$ cat src/rtl/core/amf_pkg.sv
// Shared constants and types of the adaptive median filter.
package amf_pkg;

   localparam int MaxWindow = 11;
   localparam int MaxWidth  = 1024;
   localparam int MaxHeight = 1024;

   localparam int CfgW      = 11;
   localparam int CfgIdxW   = 2;
   localparam int LimitW    = 4;

   localparam logic [CfgIdxW-1:0] CSR_WIDTH  = 2'd0;
   localparam logic [CfgIdxW-1:0] CSR_HEIGHT = 2'd1;
   localparam logic [CfgIdxW-1:0] CSR_LIMIT  = 2'd2;

   localparam logic [CfgW-1:0]   WidthReset  = 11'd512;
   localparam logic [CfgW-1:0]   HeightReset = 11'd512;
   localparam logic [LimitW-1:0] LimitReset  = 4'd11;

   localparam logic [1:0] DEC_KEEP   = 2'd0;
   localparam logic [1:0] DEC_MEDIAN = 2'd1;
   localparam logic [1:0] DEC_NONE   = 2'd2;

   typedef struct packed {
      logic       init;
      logic       sample_en;
      logic       plane_done;
      logic [2:0] plane;
   } amf_rank_ctl_type;

endpackage

$ cat src/rtl/core/amf_rank.sv
// One colour channel: running min/max and bit-serial radix selection of the median.
module amf_rank #(
   parameter int CNT_W = 8
) (
   input  logic                    clock,
   input  logic                    reset,
   input  amf_pkg::amf_rank_ctl_type ctl,
   input  logic [CNT_W-1:0]        rank,
   input  logic [7:0]              sample,
   output logic [7:0]              min_val,
   output logic [7:0]              max_val,
   output logic [7:0]              median
);

   logic [7:0]       min_ff, min_in, max_ff, max_in, prefix_ff, prefix_in;
   logic [CNT_W-1:0] rank_ff, rank_in, cnt_ff, cnt_in;
   logic [8:0]       hi_mask;
   logic             match;

   always_comb begin
      hi_mask   = 9'h1FF << ({1'b0, ctl.plane} + 4'd1);
      match     = ((sample ^ prefix_ff) & hi_mask[7:0]) == 8'd0;
      min_in    = min_ff;
      max_in    = max_ff;
      prefix_in = prefix_ff;
      rank_in   = rank_ff;
      cnt_in    = cnt_ff;
      if (ctl.init) begin
         min_in    = 8'hFF;
         max_in    = 8'h00;
         prefix_in = 8'h00;
         rank_in   = rank;
         cnt_in    = '0;
      end else if (ctl.sample_en) begin
         if (sample < min_ff) min_in = sample;
         if (sample > max_ff) max_in = sample;
         if (match && !sample[ctl.plane]) cnt_in = cnt_ff + 1'b1;
      end else if (ctl.plane_done) begin
         // rank falls among the zeros of this plane, or skip past them
         if (rank_ff >= cnt_ff) begin
            prefix_in[ctl.plane] = 1'b1;
            rank_in              = rank_ff - cnt_ff;
         end
         cnt_in = '0;
      end
   end

   always_ff @(posedge clock) begin
      if (reset) begin
         cnt_ff <= '0;
      end else begin
         cnt_ff <= cnt_in;
      end
      min_ff    <= min_in;
      max_ff    <= max_in;
      prefix_ff <= prefix_in;
      rank_ff   <= rank_in;
   end

   assign min_val = min_ff;
   assign max_val = max_ff;
   assign median  = prefix_ff;

endmodule

$ cat config.mk
export PLATFORM = sky130hd
export DESIGN_NAME = amf_rank
export DESIGN_NICKNAME = d
export VERILOG_FILES = /design/src/rtl/core/amf_pkg.sv /design/src/rtl/core/amf_rank.sv
export SDC_FILE = /design/constraint.sdc
export NUM_CORES = 1
export LEC_CHECK = 0
export BUFFER_PORTS_ARGS = -buffer_cell sky130_fd_sc_hd__buf_2
export CORE_MARGIN = 8
export CORE_UTILIZATION = 56
export DETAILED_ROUTE_END_ITERATION = 12
export GPL_ROUTABILITY_DRIVEN = 0
export PLACE_DENSITY = 0.82
export SYNTH_ARGS = -nofsm -noshare
export SYNTH_HDL_FRONTEND = slang
export SYNTH_SLANG_ARGS = --single-unit
$ cat constraint.sdc
create_clock -name clock -period 3 [get_ports clock]
set_input_delay 0.15 -clock clock [delete_from_list [all_inputs] [get_ports clock]]
set_output_delay 0.15 -clock clock [all_outputs]
set_load 0.05 [all_outputs]
# Yosys cells after proc, flatten, opt, wreduce, memory -nomap -nowiden
# Cells that the tools add are included.
# totals
reg_bits,40
input_bits,24
elab_cells,44
out_inout_bits,24
# op_classes
eq_ne,2
add_sub_neg,3
n_reduce_logical,13
n_bitwise,4
muxes,11
n_shift,1
n_lt_le_gt_ge,5
# op_table
operator,count
8-bit 2-to-1 mux,7
9-bit by 4-bit << shifter with 8-bit output (first input constant),1
8-bit by 1-bit adder with 8-bit output (second input constant),1
8-bit bitwise AND,1
8-bit >= comparator,1
8-bit > comparator,1
8-bit zero test,1
8-bit less-than comparator,1
8-bit OR,1
8-bit subtractor,1
8-bit XOR,1
2-bit AND reduction,3
3-bit AND reduction,2
2-bit nonzero test,3
3-bit by 1-bit adder with 4-bit output (second input constant),1
3-bit by 4-bit less-than comparator with 1-bit output (second input constant),1
2-bit by 1-bit != test with 1-bit output (second input constant),2
1-bit binary-select mux with 3-bit select,1
1-bit demux with 3-bit select,1
3-bit by 1-bit >= comparator with 1-bit output (second input constant),1
1-bit logical AND,2
1-bit 2-to-1 mux,2
2-bit OR reduction,1
1-bit zero test,1
1-bit NOT,1

# Depth between registers and ports, before layout
# Gate-level depths: netlist of the first run.
# depth
word_depth,7
mapped_depth,11
depth_no_buf,10

# Worst setup path before layout of the first run
# OpenSTA, ideal clock, no wires.
# synth_timing
path_type,register -> register
start,reg rank_ff[0]
end,"reg rank_ff[0], enable pin"
arrival_time_ns,2.152
setup_ns,0.275
n_path_buf,1
period_less_slack_ns,2.427
required_time_ns,2.725
stages_incl_launch_ff,11
path_slack_ns,0.573
cell_sequence,edfxtp_1 -> inv_1 -> ha_1 -> inv_1 -> fa_1 -> a21o_1 -> a21oi_1 -> o21bai_1 -> a211o_1 -> clkbuf_1 -> a21o_1
# synth_between
elab_chain_cells,3
# synth_rtl
item,line,source
from (decl),amf_rank.sv:16,"logic [CNT_W-1:0] rank_ff, rank_in, cnt_ff, cnt_in;"
from (signal assigned),amf_rank.sv:57,rank_ff <= rank_in;
8-bit >= comparator,amf_rank.sv:40,if (rank_ff >= cnt_ff) begin
2-bit nonzero test (no source line),--,
3-bit AND reduction (no source line),--,
# Every way passes these cells.
# A chain may end at the register's enable or synchronous reset.

# Worst setup path after layout of the first run
# Ends and elaborated chain as after synthesis.

==> results of run 1 <==
## registers in the layout, summed over array words and instances, names as in the netlist
register / count
cnt_ff: 8
min_val: 8
rank_ff: 8
median: 8
max_val: 8
## final cells by class
cell class | instances | area (sq um) | share of cell area
multi-input cells | 226 | 1700 | 0.546
flip-flops and latches | 40 | 881 | 0.282
repair buffers | 49 | 250 | 0.0802
inverters | 32 | 120 | 0.0385
well taps | 67 | 83.8 | 0.0269
clock buffers | 7 | 76.3 | 0.0245
clock inverters | 1 | 3.75 | 0.00120
## kinds of logic (layout without fill, tap and decap cells)
| family | Yosys count | in the layout | share of synthesized area |
|---|---|---|---|
| compound gates | 70 | 70 | 0.195 |
| fa+ha+maj | 27 | 27 | 0.125 |
| buf+inv | 46 | 89 | 0.0668 |
| flops | 40 | 40 | 0.318 |
| xor+xnor | 12 | 12 | 0.0379 |
| mux | 20 | 20 | 0.0732 |
| simple gates | 97 | 97 | 0.185 |
## metal layers
layer	share of wire	track usage	routed length [microns]	up-vias
li1	-	-	-	1199
met1	0.43	0.203	2790	1130
met2	0.50	0.317	3210	58
met3	0.054	0.0510	347	9
met4	0.014	0.0673	91	0
met5	0	0	0	-
## worst min-delay path, stage by stage
cell and delay, ns:
buf_2 0.07, nand2_1 0.03, o21ai_0 0.06
## placed cells by master (no fill, tap or decap), drive strengths merged, types with 7 or more instances in the layout
master / n
clkbuf: 7
buf: 49
a21oi: 8
dfxtp: 32
xor2: 7
nand2b: 18
inv: 31
nand2: 11
edfxtp: 8
o21ai: 11
o21a: 8
nand3: 8
mux2i: 18
ha: 26
nor2: 31
## cell usage after synthesis, types with 7 or more instances
cell type / instances
nand3_1: 7
dfxtp_1: 32
nor2_1: 31
o21a_1: 8
clkbuf_1: 9
inv_1: 31
nand2_1: 11
ha_1: 26
mux2i_1: 18
xor2_1: 7
nand2b_1: 18
o21ai_0: 10
edfxtp_1: 8
a21oi_1: 8
## power by group through the flow
stage | Clock (mW) | Sequential, mW | Combinational, mW
2_1_floorplan | 0 | 0.688 | 0.247
3_3_place_gp | 0 | 0.622 | 0.402
3_5_place_dp | 0 | 0.624 | 0.414
4_1_cts | 0.355 | 0.612 | 0.415
5_1_grt | 0.374 | 0.616 | 0.459
6_report | 0.342 | 0.611 | 0.414
## worst paths after layout
path	from	endpoint	slack, ns
max reg2reg	rank_ff[0]	rank_ff[0]	0.42
max	rank_ff[0]	rank_ff[0]	0.42
min	rank[6]	rank_ff[6]	0.14
min reg2reg	max_val[6]	max_val[6]	0.48
## metrics by stage
stage	hold WS [ns]	utilization
floorplan	0.305	-
global placement	0.432	0.639
detailed placement	0.443	0.639
CTS	0.133	0.656
global route	0.155	0.656
finish	0.140	0.656
==> parameters.txt, run 1 <==
Parameter                              Value

Power and ir drop
  Relative contribution of sequential cells to total power    0.447
  Leakage power summed over all cells    approximately 1.4 nW
  Post-layout power    1.37 mW
  Worst ir drop on vdd    0.306 mV
  Internal    906 uW
  Power density over the cells    439 nW/um^2
  Power share of the clock group    0.250
  Sw frac    0.338
  Combinational power share    0.303
  Power spent charging and discharging nets    462 uW

Synthesis
  Total standard cell area after synthesis    ~2800 sq um
  Post-synthesis async set-or-reset flop share    0
  Mapped Avg Cell Area    8.88 sq um
  FF+latch count, synth    40
  Top flip-flop cell by instance count after synthesis    dfxtp_1
  Main area contributors after synthesis    dfxtp_1, ha_1, edfxtp_1
  Number of warning messages in the yosys log    0
  Distinct cells, synth    57
  Synth Instances    312
  Count of flip-flops with a built-in enable after synthesis    8
  Synthesized Nets    about 360
  Sequential-to-total area share from yosys stat    0.318
  Area fraction of the dominant cell type after synthesis    0.231
  Library cell with the largest summed area after synthesis    dfxtp_1

Placed design
  Post-Place Worst Slack    0.420 ns
  HPWL Detailed    between 5000 and 6000 microns
  Placed instance count    414
  IO Port Bufs    47
  Post-placement cell area    3040 sq um

Clocking
  Clock Tree Root    clkbuf_8
  Number of buffers between clock root and the deepest sink    2
  Post-cts hold buffer count    0
  Post-CTS repair timing setup buffer count    0
  Source-to-sink clock delay at the later pin of the worst-skew pair    roughly 0.29 ns
  Num Clock Sinks    40
  Clock transition at path regs    roughly 0.07 ns
  H-tree levels    2
  CTS buffer count    5
  TritonCTS clock tree    built
  Quantity of gates resized following cts    0

Final layout
  Fill cells    between 400 and 500
  Count of inserted antenna diode cells    0
  Share of layout cells above drive strength 1    0.175
  Nets@finish    405
  Post-layout instance count excluding filler cells    around 420
  Area growth syn-to-layout    12.6%
  Final design instance area without fill    3120 sq um

Min path
  Hold/Removal Path Class    input pin to flip-flop
  Hold Path Stages    3

Die
  I/O Pins    48
  Die area    around 7500 sq um
  Cell Rows    25
  Total core area    4750 sq um
  Horizontal extent of the die    around 86 microns
  Die extent in y    between 80 and 90 microns
  Starting utilization of the core area    0.583

Setup path
  Slowest library cell on the worst path    a211o_1
  Max Fanout on Critical Path    9
  Critical Path RT    about 3.0 ns
  Worst reg2reg path depth    9
  Endpoint type of the worst setup path    flip-flop
  Arrival time of the worst setup path    between 2 and 3 ns
  CP max stage delay    0.43 ns
  Type of the worst setup path    flip-flop to flip-flop
  Ordered cell list for the critical path    inv_1 > ha_1 > inv_1 > fa_1 > a21o_1 > a21oi_1 > o21bai_1 > a211o_1 > a21o_1
  Element type at the critical path start    flip-flop
  Cell family with the largest share of critical-path delay    compound AO/OA/AOI/OAI gates
  Bufs and invs on worst path    2
  Cell depth of the worst setup path    9

Drt
  Violation count after the first detailed-route iteration    57
  Via total after detailed routing    2396
  Post-detailed-routing wire length    6440 microns
  Average wire per standard cell    15.3 microns
  Vias per cell    about 5.7
  Count of TritonRoute iterations in the first routing pass    5
  Detailed-route DRC error count    0
  Residual antenna-violating net count after detailed routing    0

Timing
  Max-Slew Margin vs Limit    0.569
  Total of endpoints with negative setup slack in the final report    0
  Setup TNS    0 ns
  Period Utilization, post-route    0.861
  Final Critical Period    2.58 ns
  Worst Max-Slew Pin Slew    between 0.6 and 0.7 ns
  Max Slew Vio Count    0
  Post-layout worst setup margin    0.418 ns
  Hold violation total from the final report    0
  Achievable clock frequency    387 MHz
  Post-Route Skew    0.00237 ns
  Setup repair after global routing missed its margin    false

Global routing
  Tot GR Track Use    0.181
  Via count of the first global-routing pass    2396
  First-pass GRT wire length    11000 microns
  Initial antenna violation count    0
  Maximum number of pins on one net before global-route repair    35
  Overall overflow remaining after global route    0

Run
  Max-cap violations    0

Outcome
  Outcome    finished clean
(Power assumes the default switching activity.)
==> run 2: changes to the inputs <==
--- a/config.mk
+++ b/config.mk
@@ -7,10 +7,11 @@
 export LEC_CHECK = 0
 export BUFFER_PORTS_ARGS = -buffer_cell sky130_fd_sc_hd__buf_2
 export CORE_MARGIN = 8
-export CORE_UTILIZATION = 56
+export CORE_UTILIZATION = 55
+export CTS_BUF_LIST = sky130_fd_sc_hd__clkbuf_8 sky130_fd_sc_hd__clkbuf_16
 export DETAILED_ROUTE_END_ITERATION = 12
 export GPL_ROUTABILITY_DRIVEN = 0
-export PLACE_DENSITY = 0.82
+export PLACE_DENSITY = 0.81
 export SYNTH_ARGS = -nofsm -noshare
 export SYNTH_HDL_FRONTEND = slang
 export SYNTH_SLANG_ARGS = --single-unit
==> run 2 against run 1 <==
Compared with the run above:
- critical path depth is 1 lower
- flip-flop and latch count unchanged
- critical endpoint is now rank_ff[6]
- combinational power about the same
- total power increased by 6.9%
- worst setup slack worse by 0.017 ns
==> parameters.txt, run 2 (synthesized netlist as in run 1, its figures left out) <==
Parameter                              Value

Die
  Starting utilization of the core area    0.557 (was 0.583)
  Die area    7560 sq um (was 7450 sq um)
  Horizontal extent of the die    87.0 microns (was 86.3 microns)
  I/O Pins    48 (unchanged)
  Die extent in y    87.0 microns (was 86.3 microns)
  Total core area    4980 sq um (was 4750 sq um)
  Cell Rows    26 (was 25)

Clocking
  CTS buffer count    5 (unchanged)
  TritonCTS clock tree    built (unchanged)
  H-tree levels    2 (unchanged)
  Post-CTS repair timing setup buffer count    0 (unchanged)
  Quantity of gates resized following cts    0 (unchanged)
  Number of buffers between clock root and the deepest sink    2 (unchanged)
  Clock Tree Root    clkbuf_8 (unchanged)
  Clock transition at path regs    0.08 ns (was 0.07 ns)
  Post-cts hold buffer count    0 (unchanged)
  Num Clock Sinks    40 (unchanged)
  Source-to-sink clock delay at the later pin of the worst-skew pair    0.30 ns (was 0.29 ns)

Timing
  Post-Route Skew    0.00478 ns (was 0.00237 ns)
  Final Critical Period    2.60 ns (was 2.58 ns)
  Achievable clock frequency    385 MHz (was 387 MHz)
  Setup repair after global routing missed its margin    false (unchanged)
  Max Slew Vio Count    0 (unchanged)
  Period Utilization, post-route    0.866 (was 0.861)
  Setup TNS    0 ns (unchanged)
  Hold violation total from the final report    0 (unchanged)
  Worst Max-Slew Pin Slew    0.923 ns (was 0.645 ns)
  Max-Slew Margin vs Limit    0.385 (was 0.569)
  Post-layout worst setup margin    0.402 ns (was 0.418 ns)
  Total of endpoints with negative setup slack in the final report    0 (unchanged)

Drt
  Post-detailed-routing wire length    6530 microns (was 6440 microns)
  Average wire per standard cell    15.4 microns (was 15.3 microns)
  Detailed-route DRC error count    0 (unchanged)
  Vias per cell    5.69 (was 5.68)
  Count of TritonRoute iterations in the first routing pass    4 (was 5)
  Residual antenna-violating net count after detailed routing    0 (unchanged)
  Via total after detailed routing    2413 (was 2396)
  Violation count after the first detailed-route iteration    95 (was 57)

Setup path
  CP max stage delay    0.43 ns (about the same)
  Endpoint type of the worst setup path    flip-flop (unchanged)
  Arrival time of the worst setup path    2.62 ns (was 2.60 ns)
  Type of the worst setup path    flip-flop to flip-flop (unchanged)
  Bufs and invs on worst path    1 (was 2)
  Most common cell type on the critical path    a21o_1
  Ordered cell list for the critical path    ha_1 > inv_1 > fa_1 > a21o_1 > a21oi_1 > o21bai_1 > a211o_1 > a21o_1 (was inv_1 > ha_1 > inv_1 > fa_1 > a21o_1 > a21oi_1 > o21bai_1 > a211o_1 > a21o_1)
  Slowest library cell on the worst path    a211o_1 (unchanged)
  Critical Path RT    3.02 ns (was 3.01 ns)
  Max Fanout on Critical Path    9 (unchanged)
  Cell family with the largest share of critical-path delay    compound AO/OA/AOI/OAI gates (unchanged)
  Element type at the critical path start    flip-flop (unchanged)

Final layout
  Fill cells    454 (was 416)
  Commonest non-fill, non-tap cells in the layout    buf_2, inv_1, dfxtp_1 (was buf_2, dfxtp_1, inv_1, nor2_1, ha_1)
  Count of inserted antenna diode cells    0 (unchanged)
  Nets@finish    404 (was 405)
  Share of layout cells above drive strength 1    0.178 (was 0.175)
  Most common library cell in the layout ignoring fill and taps    buf_2 (unchanged)
  Area growth syn-to-layout    13.5% (was 12.6%)

Outcome
  Outcome    finished clean (unchanged)

Power and ir drop
  Worst ir drop on vdd    0.328 mV (was 0.306 mV)
  Post-layout power    1.46 mW (was 1.37 mW)
  Power density over the cells    466 nW/um^2 (was 439 nW/um^2)
  Leakage power summed over all cells    1.44 nW (was 1.42 nW)

Global routing
  Initial antenna violation count    0 (unchanged)
  Overall overflow remaining after global route    0 (unchanged)
  Via count of the first global-routing pass    2450 (was 2396)
  Maximum number of pins on one net before global-route repair    63 (was 35)
  First-pass GRT wire length    10900 microns (was 11000 microns)
  Tot GR Track Use    0.181 (about the same)

Run
  Max-cap violations    0 (unchanged)

Min path
  Hold/Removal Path Class    input pin to flip-flop (unchanged)

Placed design
  HPWL Detailed    5080 microns (was 5050 microns)
  IO Port Bufs    47 (unchanged)
  Post-Place Worst Slack    0.402 ns (was 0.420 ns)
## run 2: cell count changes in the layout (fill, tap and decap cells not counted)
cell,delta
buf_4,-1
bufinv_16,+1
clkbuf_1,-2
clkinv_1,-1
clkinv_2,+1
inv_1,+1
## run 2: layout make-up
cell class	instances	area, sq um	area share
Timing Repair Buffer	48	243	0.0772
Multi-Input combinational cell	226	1700	0.542
Sequential cell	40	881	0.280
Tap cell	70	87.6	0.0279
Inverter	32	120	0.0382
Clock buffer	5	68.8	0.0219
Clock inverter	3	38.8	0.0123
## run 2: final timing paths
check	slack (ns)	from	cells past startpoint	to
max	0.40	cnt_ff[0]	8	rank_ff[6]
min reg2reg	0.49	max_val[7]	2	max_val[7]
min	0.13	rank[6]	3	rank_ff[6]
max reg2reg	0.40	cnt_ff[0]	8	rank_ff[6]
## run 2: through the flow
step / hold slack, ns / instance area [sq um] / utilization / cells
final: 0.134 / 3140 / 0.631 / 424
after global routing: 0.153 / 3140 / 0.631 / 424
after CTS: 0.125 / 3140 / 0.631 / 424
after detailed placement: 0.431 / 3040 / 0.610 / 416
after global placement: 0.429 / 3040 / 0.610 / 416
after floorplan: 0.305 / 2770 / - / 312
## run 2: where the power goes
part / total (mW) / internal (mW) / switching (mW) / leakage [nW]
clock: 0.436 / 0.244 / 0.192 / 0.0593
sequential: 0.612 / 0.589 / 0.0234 / 0.341
combinational: 0.415 / 0.155 / 0.260 / 1.04
total: 1.46 / 0.987 / 0.476 / 1.44
## run 2: layer usage
| metal | up-vias | global-route usage | wire [microns] | share of wire |
|---|---|---|---|---|
| met3 | 10 | 0.0462 | 270 | 0.041 |
| met1 | 1156 | 0.200 | 2870 | 0.44 |
| met5 | - | 0 | 0 | 0 |
| met4 | 0 | 0.0657 | 106 | 0.016 |
| met2 | 51 | 0.322 | 3280 | 0.50 |
| li1 | 1196 | - | - | - |
## run 2: worst reg2reg max path, cell delays in order, from the launching register on
cell and delay (ns):
dfxtp_1 0.41, ha_1 0.20, inv_1 0.06, fa_1 0.40, a21o_1 0.19, a21oi_1 0.20, o21bai_1 0.11, a211o_1 0.43
a21o_1 0.32
